[src/rtl/tpsc_pkg.sv]
// Shared types and constants for the period-measuring tachometer core.
package tpsc_pkg;

    // Fixed field widths
    localparam int MIN_TICKS_W = 16;
    localparam int SPEED_W     = 32;
    localparam int DPP_W       = 20;
    localparam int DIST_W      = 52;
    localparam int TOTAL_W     = 32;
    localparam int CFG_IDX_W   = 2;
    localparam int CFG_DATA_W  = 32;
    localparam int OPCODE_W    = 2;

    // Register reset values
    localparam logic [MIN_TICKS_W-1:0] MIN_TICKS_RST = 16'd80;
    localparam logic [SPEED_W-1:0]     SPEED_K_RST   = 32'd7665485;
    localparam logic [DPP_W-1:0]       DPP_RST       = 20'd125591;

    // Configuration register indexes
    localparam logic [CFG_IDX_W-1:0] CFG_MIN_TICKS = 2'd0;
    localparam logic [CFG_IDX_W-1:0] CFG_SPEED_K   = 2'd1;
    localparam logic [CFG_IDX_W-1:0] CFG_DPP       = 2'd2;

    // Item opcodes
    typedef enum logic [OPCODE_W-1:0] {
        OP_CAPTURE     = 2'd0,
        OP_CLEAR_COUNT = 2'd1,
        OP_CLEAR_ALL   = 2'd2
    } opcode_t;

    // Sequencer states
    typedef enum logic {
        ST_IDLE = 1'b0,
        ST_CALC = 1'b1
    } state_t;

    // Handshake between the sequencer and a serial arithmetic unit
    typedef struct packed {
        logic start;
    } unit_ctrl_t;

    typedef struct packed {
        logic busy;
    } unit_stat_t;

endpackage

[src/rtl/tachometer_period_speed_core.sv]
// Top level of the period-measuring tachometer: control, state and output register.
//
// Channel   Dir  Fields (low bit first)
// s_axis    in   tuser: opcode[1:0]; tdata: ticks[TICK_WIDTH-1:0], zero pad
// m_axis    out  tuser: accepted; tdata: speed_q8[31:0], distance_q16[83:32],
//                pulse_total[115:84], zero pad[119:116]
// cfg       in   index: register number; data: value (low bits used)
//
// An item runs from one input transfer to the next as follows. The count updates
// at the input transfer, then up to max(32, COUNT_WIDTH) serial steps follow, set by the
// radix-2 divider (only for an accepted capture with nonzero ticks) and the shift-add
// multiplier that run side by side, then the output register is loaded once it is free.
// Reset clears speed and count and restores the register defaults.
// The next item is taken as soon as a result is loaded; a stalled result
// holds back only the loading of the following one.
module tachometer_period_speed_core #(
    parameter int TICK_WIDTH  = 16,
    parameter int COUNT_WIDTH = 32
) (
    input  logic                                clk,
    input  logic                                rst_n,
    // Input items
    input  logic                                s_axis_tvalid,
    output logic                                s_axis_tready,
    input  logic [((TICK_WIDTH+7)/8)*8-1:0]     s_axis_tdata,  // ticks
    input  logic [tpsc_pkg::OPCODE_W-1:0]       s_axis_tuser,  // opcode
    // Result items
    output logic                                m_axis_tvalid,
    input  logic                                m_axis_tready,
    output logic [119:0]                        m_axis_tdata,  // speed, distance, total
    output logic                                m_axis_tuser,  // accepted
    // Configuration writes
    input  logic                                cfg_valid,
    output logic                                cfg_ready,
    input  logic [tpsc_pkg::CFG_IDX_W-1:0]      cfg_index,
    input  logic [tpsc_pkg::CFG_DATA_W-1:0]     cfg_data
);
    import tpsc_pkg::*;

    localparam int CMP_W  = (TICK_WIDTH > MIN_TICKS_W) ? TICK_WIDTH : MIN_TICKS_W;
    localparam int PROD_W = COUNT_WIDTH + DPP_W;

    // Configuration registers
    logic [MIN_TICKS_W-1:0] tick_floor_reg;
    logic [SPEED_W-1:0]     speed_k_reg;
    logic [DPP_W-1:0]       dpp_reg;

    // Block state
    state_t                 state_reg, state_next;
    logic [SPEED_W-1:0]     speed_reg, speed_next;
    logic [COUNT_WIDTH-1:0] count_reg, count_next;
    logic                   acc_reg, acc_next;
    logic                   pend_reg, pend_next;

    // Output register
    logic                   out_valid_reg;
    logic [119:0]           out_data_reg;
    logic                   out_user_reg;

    // Unit interfaces
    unit_ctrl_t             div_ctrl, mul_ctrl;
    unit_stat_t             div_stat, mul_stat;
    logic [SPEED_W-1:0]     quotient;
    logic [PROD_W-1:0]      product;

    logic [TICK_WIDTH-1:0]  ticks;
    opcode_t                opcode;
    logic                   in_xfer;
    logic                   out_free;
    logic                   load;
    logic                   passes;
    logic [SPEED_W-1:0]     speed_out;

    assign ticks    = s_axis_tdata[TICK_WIDTH-1:0];
    assign opcode   = opcode_t'(s_axis_tuser);
    assign in_xfer  = s_axis_tvalid && s_axis_tready;
    assign out_free = !out_valid_reg || m_axis_tready;
    assign passes   = (CMP_W'(ticks) >= CMP_W'(tick_floor_reg));
    assign speed_out = pend_reg ? quotient : speed_reg;

    assign s_axis_tready = (state_reg == ST_IDLE);
    assign cfg_ready     = 1'b1;

    // Configuration writes; unknown indexes are dropped
    always_ff @(posedge clk or negedge rst_n)
    begin
        if (!rst_n)
        begin
            tick_floor_reg <= MIN_TICKS_RST;
            speed_k_reg    <= SPEED_K_RST;
            dpp_reg        <= DPP_RST;
        end
        else if (cfg_valid && cfg_ready)
        begin
            case (cfg_index)
                CFG_MIN_TICKS: tick_floor_reg <= cfg_data[MIN_TICKS_W-1:0];
                CFG_SPEED_K:   speed_k_reg    <= cfg_data[SPEED_W-1:0];
                CFG_DPP:       dpp_reg        <= cfg_data[DPP_W-1:0];
                default:       ;
            endcase
        end
    end

    // Sequencer: decode the item, start the units, wait, load the result
    always_comb
    begin
        state_next    = state_reg;
        speed_next    = speed_reg;
        count_next    = count_reg;
        acc_next      = acc_reg;
        pend_next     = pend_reg;
        div_ctrl.start = 1'b0;
        mul_ctrl.start = 1'b0;
        load          = 1'b0;
        case (state_reg)
            ST_IDLE:
            begin
                if (in_xfer)
                begin
                    acc_next  = 1'b0;
                    pend_next = 1'b0;
                    case (opcode)
                        OP_CAPTURE:
                        begin
                            if (passes)
                            begin
                                acc_next = 1'b1;
                                if (count_reg != '1)
                                begin
                                    count_next = count_reg + 1'b1;
                                end
                                if (ticks == '0)
                                begin
                                    speed_next = '0;
                                end
                                else
                                begin
                                    pend_next      = 1'b1;
                                    div_ctrl.start = 1'b1;
                                end
                            end
                        end
                        OP_CLEAR_COUNT:
                        begin
                            count_next = '0;
                        end
                        OP_CLEAR_ALL:
                        begin
                            count_next = '0;
                            speed_next = '0;
                        end
                        default: ;
                    endcase
                    mul_ctrl.start = 1'b1;
                    state_next     = ST_CALC;
                end
            end
            ST_CALC:
            begin
                if (!div_stat.busy && !mul_stat.busy && out_free)
                begin
                    load       = 1'b1;
                    speed_next = speed_out;
                    pend_next  = 1'b0;
                    state_next = ST_IDLE;
                end
            end
            default:
            begin
                state_next = ST_IDLE;
            end
        endcase
    end

    // Control and block state
    always_ff @(posedge clk or negedge rst_n)
    begin
        if (!rst_n)
        begin
            state_reg <= ST_IDLE;
            speed_reg <= '0;
            count_reg <= '0;
            acc_reg   <= 1'b0;
            pend_reg  <= 1'b0;
        end
        else
        begin
            state_reg <= state_next;
            speed_reg <= speed_next;
            count_reg <= count_next;
            acc_reg   <= acc_next;
            pend_reg  <= pend_next;
        end
    end

    // Output valid
    always_ff @(posedge clk or negedge rst_n)
    begin
        if (!rst_n)
        begin
            out_valid_reg <= 1'b0;
        end
        else if (load)
        begin
            out_valid_reg <= 1'b1;
        end
        else if (m_axis_tready)
        begin
            out_valid_reg <= 1'b0;
        end
    end

    // Output payload
    always_ff @(posedge clk)
    begin
        if (load)
        begin
            out_data_reg <= {4'b0, TOTAL_W'(count_reg), DIST_W'(product), speed_out};
            out_user_reg <= acc_reg;
        end
    end

    assign m_axis_tvalid = out_valid_reg;
    assign m_axis_tdata  = out_data_reg;
    assign m_axis_tuser  = out_user_reg;

    // Speed: speed constant over ticks
    tpsc_divider #(
        .DIVISOR_W (TICK_WIDTH)
    ) u_div (
        .clk      (clk),
        .rst_n    (rst_n),
        .ctrl     (div_ctrl),
        .dividend (speed_k_reg),
        .divisor  (ticks),
        .stat     (div_stat),
        .quotient (quotient)
    );

    // Distance: updated count times distance per pulse
    tpsc_multiplier #(
        .COUNT_W (COUNT_WIDTH)
    ) u_mul (
        .clk     (clk),
        .rst_n   (rst_n),
        .ctrl    (mul_ctrl),
        .count   (count_next),
        .dpp     (dpp_reg),
        .stat    (mul_stat),
        .product (product)
    );

endmodule

[src/rtl/tpsc_divider.sv]
// Radix-2 restoring divider: one quotient bit per cycle, speed constant by ticks.
module tpsc_divider #(
    parameter int DIVISOR_W = 16
) (
    input  logic                          clk,
    input  logic                          rst_n,
    input  tpsc_pkg::unit_ctrl_t          ctrl,
    input  logic [tpsc_pkg::SPEED_W-1:0]  dividend,
    input  logic [DIVISOR_W-1:0]          divisor,
    output tpsc_pkg::unit_stat_t          stat,
    output logic [tpsc_pkg::SPEED_W-1:0]  quotient
);
    import tpsc_pkg::*;

    localparam int CNT_W = $clog2(SPEED_W + 1);

    logic [DIVISOR_W-1:0] div_reg;
    logic [DIVISOR_W-1:0] rem_reg, rem_next;
    logic [SPEED_W-1:0]   quo_reg, quo_next;
    logic [CNT_W-1:0]     cnt_reg;
    logic                 busy_reg;
    logic [DIVISOR_W:0]   trial;
    logic [DIVISOR_W:0]   diff;
    logic                 qbit;

    // One restoring step: bring down the next dividend bit, try to subtract
    always_comb
    begin
        trial    = {rem_reg, quo_reg[SPEED_W-1]};
        diff     = trial - {1'b0, div_reg};
        qbit     = (trial >= {1'b0, div_reg});
        rem_next = qbit ? diff[DIVISOR_W-1:0] : trial[DIVISOR_W-1:0];
        quo_next = {quo_reg[SPEED_W-2:0], qbit};
    end

    // Step counter and busy flag
    always_ff @(posedge clk or negedge rst_n)
    begin
        if (!rst_n)
        begin
            busy_reg <= 1'b0;
            cnt_reg  <= '0;
        end
        else if (ctrl.start)
        begin
            busy_reg <= 1'b1;
            cnt_reg  <= CNT_W'(SPEED_W);
        end
        else if (busy_reg)
        begin
            cnt_reg <= cnt_reg - 1'b1;
            if (cnt_reg == CNT_W'(1))
            begin
                busy_reg <= 1'b0;
            end
        end
    end

    // Datapath: dividend shifts out of the top as quotient bits shift in
    always_ff @(posedge clk)
    begin
        if (ctrl.start)
        begin
            div_reg <= divisor;
            rem_reg <= '0;
            quo_reg <= dividend;
        end
        else if (busy_reg)
        begin
            rem_reg <= rem_next;
            quo_reg <= quo_next;
        end
    end

    assign stat.busy = busy_reg;
    assign quotient  = quo_reg;

endmodule

[src/rtl/tpsc_multiplier.sv]
// Shift-add multiplier: one count bit per cycle times the distance per pulse.
module tpsc_multiplier #(
    parameter int COUNT_W = 32
) (
    input  logic                              clk,
    input  logic                              rst_n,
    input  tpsc_pkg::unit_ctrl_t              ctrl,
    input  logic [COUNT_W-1:0]                count,
    input  logic [tpsc_pkg::DPP_W-1:0]        dpp,
    output tpsc_pkg::unit_stat_t              stat,
    output logic [COUNT_W+tpsc_pkg::DPP_W-1:0] product
);
    import tpsc_pkg::*;

    localparam int CNT_W = $clog2(COUNT_W + 1);

    logic [DPP_W-1:0]   dpp_reg;
    logic [DPP_W-1:0]   hi_reg;
    logic [COUNT_W-1:0] lo_reg;
    logic [CNT_W-1:0]   cnt_reg;
    logic               busy_reg;
    logic [DPP_W:0]     sum;

    // Add the multiplicand when the current count bit is set
    assign sum = {1'b0, hi_reg} + (lo_reg[0] ? {1'b0, dpp_reg} : '0);

    // Step counter and busy flag
    always_ff @(posedge clk or negedge rst_n)
    begin
        if (!rst_n)
        begin
            busy_reg <= 1'b0;
            cnt_reg  <= '0;
        end
        else if (ctrl.start)
        begin
            busy_reg <= 1'b1;
            cnt_reg  <= CNT_W'(COUNT_W);
        end
        else if (busy_reg)
        begin
            cnt_reg <= cnt_reg - 1'b1;
            if (cnt_reg == CNT_W'(1))
            begin
                busy_reg <= 1'b0;
            end
        end
    end

    // Partial product shifts right into the spent count bits
    always_ff @(posedge clk)
    begin
        if (ctrl.start)
        begin
            dpp_reg <= dpp;
            hi_reg  <= '0;
            lo_reg  <= count;
        end
        else if (busy_reg)
        begin
            hi_reg <= sum[DPP_W:1];
            lo_reg <= {sum[0], lo_reg[COUNT_W-1:1]};
        end
    end

    assign stat.busy = busy_reg;
    assign product   = {hi_reg, lo_reg};

endmodule

[config.mk]
export PLATFORM = sky130hd
export DESIGN_NAME = tachometer_period_speed_core
export DESIGN_NICKNAME = d
export VERILOG_FILES = /design/src/rtl/tpsc_pkg.sv /design/src/rtl/tachometer_period_speed_core.sv /design/src/rtl/tpsc_divider.sv /design/src/rtl/tpsc_multiplier.sv
export SDC_FILE = /design/constraint.sdc
export NUM_CORES = 1
export LEC_CHECK = 0
export BUFFER_PORTS_ARGS = -buffer_cell sky130_fd_sc_hd__buf_2
export CORE_UTILIZATION = 24
export DETAILED_ROUTE_END_ITERATION = 6
export GPL_TIMING_DRIVEN = 0
export PLACE_DENSITY = 0.37
export REMOVE_ABC_BUFFERS = 1
export SLEW_MARGIN = 25
export SYNTH_ARGS = -nofsm -noshare
export SYNTH_HDL_FRONTEND = slang
export SYNTH_SLANG_ARGS = --single-unit
[constraint.sdc]
create_clock -name clk -period 11.2 [get_ports clk]
set_input_delay 0.56 -clock clk [delete_from_list [all_inputs] [get_ports clk]]
set_output_delay 0.56 -clock clk [all_outputs]
set_load 0.02 [all_outputs]
=== After elaboration in Yosys (flattened, before gate mapping) ===
Index checks and enable logic that the tools add are counted.

* Register bits: 403
* Bits in latches: 0
* Bits in writable memories: 0
* ROM bits: 0
* Input port bits: 57
* Output and inout port bits: 124
* Logic and storage cells: 107
* Memories kept: 0

* Add/subtract/negate cells: 5
* Multiply operators: 0
* Divide/modulo/power cells: 0
* Magnitude comparators: 2
* Equal/unequal tests: 12
* Shift-type cells: 0
* Multiplexer cells: 46
* Bitwise logic cells: 1
* Reductions and logical operators: 20

{| class="wikitable"
|+ Operator list
! operator !! number
|-
| 2-to-1 mux 32 bit || 13
|-
| one-hot mux 32 bit (2 select lines) || 3
|-
| adder 32 x 1 -> 32 bit, second input constant || 1
|-
| != test 32 bit, second input constant || 1
|-
| 2-to-1 mux 6 bit || 4
|-
| 2-to-1 mux 1 bit || 22
|-
| adder 20 x 21 -> 21 bit || 1
|-
| 2-to-1 mux 20 bit || 1
|-
| >= comparator 17 x 16 -> 1 bit || 1
|-
| >= comparator 16 bit || 1
|-
| logical NOT 16 bit || 1
|-
| 2-to-1 mux 16 bit || 1
|-
| subtractor 16 bit || 1
|-
| equality test 6 x 1 -> 1 bit, second input constant || 2
|-
| subtractor 6 x 1 -> 6 bit, second input constant || 2
|-
| AND reduction 2 bit || 5
|-
| != test 3 bit, second input constant || 2
|-
| nonzero test 2 bit || 3
|-
| AND reduction 5 bit || 1
|-
| equality test 2 x 1 -> 1 bit, second input constant || 2
|-
| equality test 2 bit, second input constant || 2
|-
| logical NOT 2 bit || 2
|-
| != test 2 x 1 -> 1 bit, second input constant || 2
|-
| one-hot mux 1 bit (2 select lines) || 2
|-
| other kinds (6) || 10
|}

=== Logic depth before layout (Yosys ltp) ===
* Depth in word-level cells: 7
* Mapped depth: 12

=== Hierarchy ===
A second synthesis with hierarchy kept.

* Cell total of the unflattened synthesis: 1407
* Area total of the unflattened synthesis: 18181.2 um^2

{| class="wikitable"
|+ By module, submodules not included
! module !! instances !! cells each !! area each (um^2) !! sequential area each (um^2)
|-
| tachometer_period_speed_core || 1 || 710 || 10157.2 || 6951.7
|-
| tpsc_multiplier || 1 || 342 || 4087.7 || 2137.0
|-
| tpsc_divider || 1 || 355 || 3936.3 || 1936.9
|}

=== Worst setup path before layout ===
Ideal clock, no wire load.

* Kind: in2reg
* Start: input m_axis_tready
* End: register speed_reg[31]
* Library setup time: 0.086 ns
* Arrival: 4.791 ns
* Required time: 11.114 ns
* Setup slack: 6.324 ns
* Stages on the path: 5
* Cell sequence: nand2b_1 > nand3_1 > clkinv_1 > clkbuf_1 > a22o_1

* Longest elaborated chain between the ends: 4

{| class="wikitable"
|+ RTL lines
! element !! line !! text
|-
| from (decl) || tachometer_period_speed_core.sv:29 || <nowiki>input logic m_axis_tready,</nowiki>
|-
| logical OR 1 bit || tachometer_period_speed_core.sv:77 || <nowiki>assign out_free = !out_valid_reg || m_axis_tready;</nowiki>
|-
| logical AND 1 bit || tachometer_period_speed_core.sv:160 || <nowiki>if (!div_stat.busy && !mul_stat.busy && out_free)</nowiki>
|-
| != test 2 x 1 -> 1 bit (no source line) || - ||
|-
| AND reduction 5 bit (no source line) || - ||
|-
| to (signal assigned) || tachometer_period_speed_core.sv:189 || <nowiki>speed_reg <= speed_next;</nowiki>
|-
| to (decl) || tachometer_period_speed_core.sv:50 || <nowiki>logic [SPEED_W-1:0] speed_reg, speed_next;</nowiki>
|}

Every way passes these cells.
A chain may end at the register's enable or synchronous reset.

=== Worst setup path after layout ===
* Start: register tick_floor_reg[0]
* End: register u_div.quo_reg[23], in the netlist u_div.quotient[23] (enable)

* Longest elaborated chain between the ends: 6

{| class="wikitable"
|+ RTL lines
! element !! line !! text
|-
| from (decl) || tachometer_period_speed_core.sv:44 || <nowiki>logic [MIN_TICKS_W-1:0] tick_floor_reg;</nowiki>
|-
| from (signal assigned) || tachometer_period_speed_core.sv:96 || <nowiki>CFG_MIN_TICKS: tick_floor_reg <= cfg_data[MIN_TICKS_W-1:0];</nowiki>
|-
| >= comparator 16 bit || tachometer_period_speed_core.sv:78 || <nowiki>assign passes = (CMP_W'(ticks) >= CMP_W'(tick_floor_reg));</nowiki>
|-
| 2-to-1 mux 1 bit || tachometer_period_speed_core.sv:125 || <nowiki>if (passes)</nowiki>
|-
| 2-to-1 mux 1 bit || tachometer_period_speed_core.sv:122 || <nowiki>case (opcode)</nowiki>
|-
| 2-to-1 mux 1 bit || tachometer_period_speed_core.sv:118 || <nowiki>if (in_xfer)</nowiki>
|-
| 2-to-1 mux 1 bit || tachometer_period_speed_core.sv:115 || <nowiki>case (state_reg)</nowiki>
|-
| nonzero test 2 bit (no source line) || - ||
|-
| to (signal assigned) || tpsc_divider.sv:66 || <nowiki>quo_reg <= dividend;</nowiki>
|-
| to (signal assigned) || tpsc_divider.sv:71 || <nowiki>quo_reg <= quo_next;</nowiki>
|-
| to (decl) || tpsc_divider.sv:19 || <nowiki>logic [SPEED_W-1:0] quo_reg, quo_next;</nowiki>
|}

Every way passes these cells.

==> key figures <==
Yosys
  – Mapped Avg Cell Area: roughly 13 um^2
  – Synth Area in Compound Gates: 10.7%
  – Area share of fa/ha/maj cells after synthesis: under 10%
  – Post-Syn Instances: 1449
  – Ys Warns: 0
  – Main synth FF type: edfxtp_1
  – Main combinational cell family by area after synthesis: simple AND/OR/NAND/NOR gates
  – Area of the mapped netlist: ~18000 um^2
  – Count of cell types in the netlist: between 70 and 80
  – XOR/XNOR Fraction of Synth Area: roughly 1.7%
  – Post-Synth Simple-Gate Area: 11.1%
  – Post-synth EDFFs: roughly 220
  – Mux contribution to synthesized area: 8.69%
  – Seq/Total Area, Yosys: 60.7%
  – Yosys reg bits: ~400
  – Async SR Flop Fraction: 37.2%

Power and ir drop
  – PwrDens: about 250 nW/um^2
  – Worst vdd ir: between 100 and 150 uV
  – P_int: roughly 3.7 mW
  – Reg power frac: between 40 and 50%
  – Switching Share: 33.0%
  – Logic gate share of total power: approximately 28%
  – Clock power share: between 20% and 30%
  – Sw Pwr: ~1.8 mW
  – Lkg Pwr: approximately 9 nW

Placement
  – Routability congestion estimate: about 0.77
  – Inst Count DP: ~2600
  – Port Buffers: 175
  – DP HPWL: ~35000 um

Final layout
  – Final cell count without fillers: roughly 2600
  – Area grow syn2layout: 21.8%
  – Layout cells sized above 1: between 20% and 30%
  – Sequential Area: ~11000 um^2
  – FILL cells: ~7600
  – Max reg flops: ~120
  – Final layout net count: between 1500 and 2000
  – Multi-input gate area: 6690 um^2

Routing
  – Via count: roughly 12000
  – Total Wirelength: about 51000 um
  – Avg WL per Cell: around 19 um
  – Post-route DRC: 0
  – Post-route ant nets: 0
  – Drt via density: about 4.6
  – DRT iter0 DRCs: 623
  – Drt pass-1 iters: 7

Setup path
  – CP startpoint: tick_floor_reg[0]
  – Cell repeated most along the worst path: a21o_1
  – Critical path capture point type: flop
  – Worst setup SP type: flop
  – CP max stage delay: between 0.7 and 0.8 ns
  – Reg2reg start: tick_floor_reg[0]
  – WS Path Type: flop to flop
  – Worst path cell trace: ha_1 -> nand2b_1 -> a21o_1 -> a21o_1 -> a21oi_1 -> o31ai_4 -> and3_4 -> buf_12 -> or2_2
  – CP arrival: about 3.9 ns
  – CP max stage cell: or2_2
  – Crit-path max FO: 32
  – CP Data Required Time: around 11 ns

Timing
  – Final Slew Violations: 0
  – Slew HR: between 30 and 40%
  – Final Skew: around 0.036 ns
  – RSZ-0062 raised after global routing: false
  – Final hold vios: 0
  – Final hold slack: approximately 0.16 ns
  – Worst-Margin Slew: 0.942 ns
  – FMAX: 0.270 GHz
  – Fin crit share: approximately a third
  – Endpoints failing setup: 0
  – Tmin final: ~3.7 ns
  – Setup TNS: 0 ns

Clocking
  – H-tree Lvls: 2
  – TritonCTS clock tree: built
  – Total CTS buffers: 50
  – Gates resized, CTS repair: 0
  – Clk buf depth: 3
  – Clock Sinks: slightly above 400
  – Worst-Skew Late Latency: 0.61 ns
  – CTS clk-pin slew, worst paths: approximately 0.06 ns
  – Clock tree root driver cell: clkbuf_16

Global route
  – Number of global-route vias before repair: around 12000
  – Overflow after GRT: 0
  – Largest net degree at the start of global routing: between 70 and 80
  – Initial antenna violation count: 4
  – Global-route wire length before repair: 77700 um
  – GRT Util Overall: 13.1%

Floorplan
  – Die width: between 200 and 300 um
  – Io pins: 181
  – Initial Util: roughly 24%
  – Core Region: 74700 um^2
  – # rows: 100
  – Die area: 76800 um^2
  – Die Height: approximately 280 um

Run
  – Max Cap Viol: 0

Hold path
  – HP Start: s_axis_tdata[0]
  – Hold Crit Class: input pin to flop

Run status
  – Status: finished clean
-- Yosys cell counts (all sizes together), types with 4 or more instances --
library cell  number  area share [%]
a211oi            17            0.73
a21o              15            0.62
a21oi             48             1.3
a22o              32             1.5
a22oi             13            0.54
a31oi             25            0.89
a41oi              7            0.34
and2              24            0.83
and3              12            0.41
and4               6            0.29
buf               30             1.1
clkbuf            40            0.83
dfrtp            122              17
dfstp             28             4.0
dfxtp             36             4.0
edfxtp           217              36
ha                57             3.9
inv               53             1.1
mux2             118             7.9
mux2i             15            0.83
nand2            130             2.7
nand2b             9            0.31
nand3             32            0.88
nand3b             8            0.33
nand4             21            0.84
nor2             101             2.1
nor2b              8            0.28
nor3              22            0.73
nor4              13            0.60
o211a              4            0.22
o211ai             9            0.37
o21a               4            0.17
o21ai             71             2.0
o22ai              4            0.14
o311ai             9            0.47
o31ai              7            0.29
or2                4            0.14
or3                7            0.24
or4                4            0.17
xnor2             24             1.2
xor2              11            0.53
-- worst max-delay path: cells and delay by family (launching register included) --
kind / cells / cell delay [ns]
and+or+nand+nor: 3 / 1.40
AOI/OAI and AO/OA: 4 / 0.96
DFF: 1 / 0.37
adders and majority gates: 1 / 0.26
buffers and inverters: 1 / 0.26
-- stage by stage --
stage | total power, mW | utilization, % | worst slack [ns] | area [um^2]
5_1_grt | 5.93 | 29.6 | 7.17 | 22100
6_report | 5.56 | 29.6 | 7.50 | 22100
3_5_place_dp | 3.98 | 27.4 | 7.03 | 20400
3_3_place_gp | 3.95 | 26.7 | 1.01 | 19900
2_1_floorplan | 3.42 | - | 5.08 | 17800
4_1_cts | 5.67 | 29.6 | 7.33 | 22100
-- layer usage --
layer / global-route usage (%) / vias up / wire length, um
met1: 18.0 / 5977 / 23900
met2: 20.1 / 261 / 22500
li1: - / 5751 / -
met4: 4.69 / 4 / 1440
met3: 2.98 / 76 / 2710
met5: 0 / - / 23
-- layout by cell type, fill, tap and decap left out, types with 36 or more instances in the layout --
cell	n
mux2_2	91
a21oi_1	48
o21ai_0	71
ha_1	57
dfxtp_1	36
nor2_1	99
nand2_1	125
buf_2	174
dfrtp_1	119
edfxtp_1	217
clkbuf_16	53
inv_1	51
-- area by class of cell --
class                   instances  area share (%)
well taps                     969            5.47
clock buffers                  78            6.64
diodes                          2          0.0226
clock inverters                16           0.955
multi-input cells             925            30.2
flip-flops and latches        403            49.8
inverters                      54           0.949
repair buffers                201            5.96
-- worst paths after layout --
check                      slack, ns  cells past startpoint                 end
setup / recovery                7.50                      9  u_div.quotient[23]
hold / removal                  0.16                      1    u_div.div_reg[0]
setup reg to reg                7.50                      9  u_div.quotient[23]
hold reg to reg                 0.42                      0   u_mul.dpp_reg[19]
max in group asynchronous      10.12                      3           state_reg
min in group asynchronous       0.38                      2     speed_k_reg[31]
-- kinds of logic (layout without fill, tap and decap cells) --
logic type | after synthesis | in the layout
XOR/XNOR | 35 | 35
flip-flops | 403 | 403
other | 2 | 7
multiplexers | 133 | 133
adder cells (fa/ha/maj) | 59 | 59
buffers and inverters | 124 | 349
AND/OR/NAND/NOR | 406 | 406
AO/OA/AOI/OAI | 287 | 287
-- power by group through the flow --
stage,clock network [mW],registers [mW],logic (mW)
4_1_cts,1.70,2.36,1.60
5_1_grt,1.75,2.40,1.77
3_3_place_gp,0,2.41,1.53
6_report,1.64,2.35,1.57
2_1_floorplan,0,2.33,1.09
3_5_place_dp,0,2.38,1.60
-- what timing repair did --
item | CTS | global route
hold buffers | 1 | 0
buffers inserted | 0 | 0
hold endpoints to repair | 16 | 0
(Power assumes the default switching activity.)
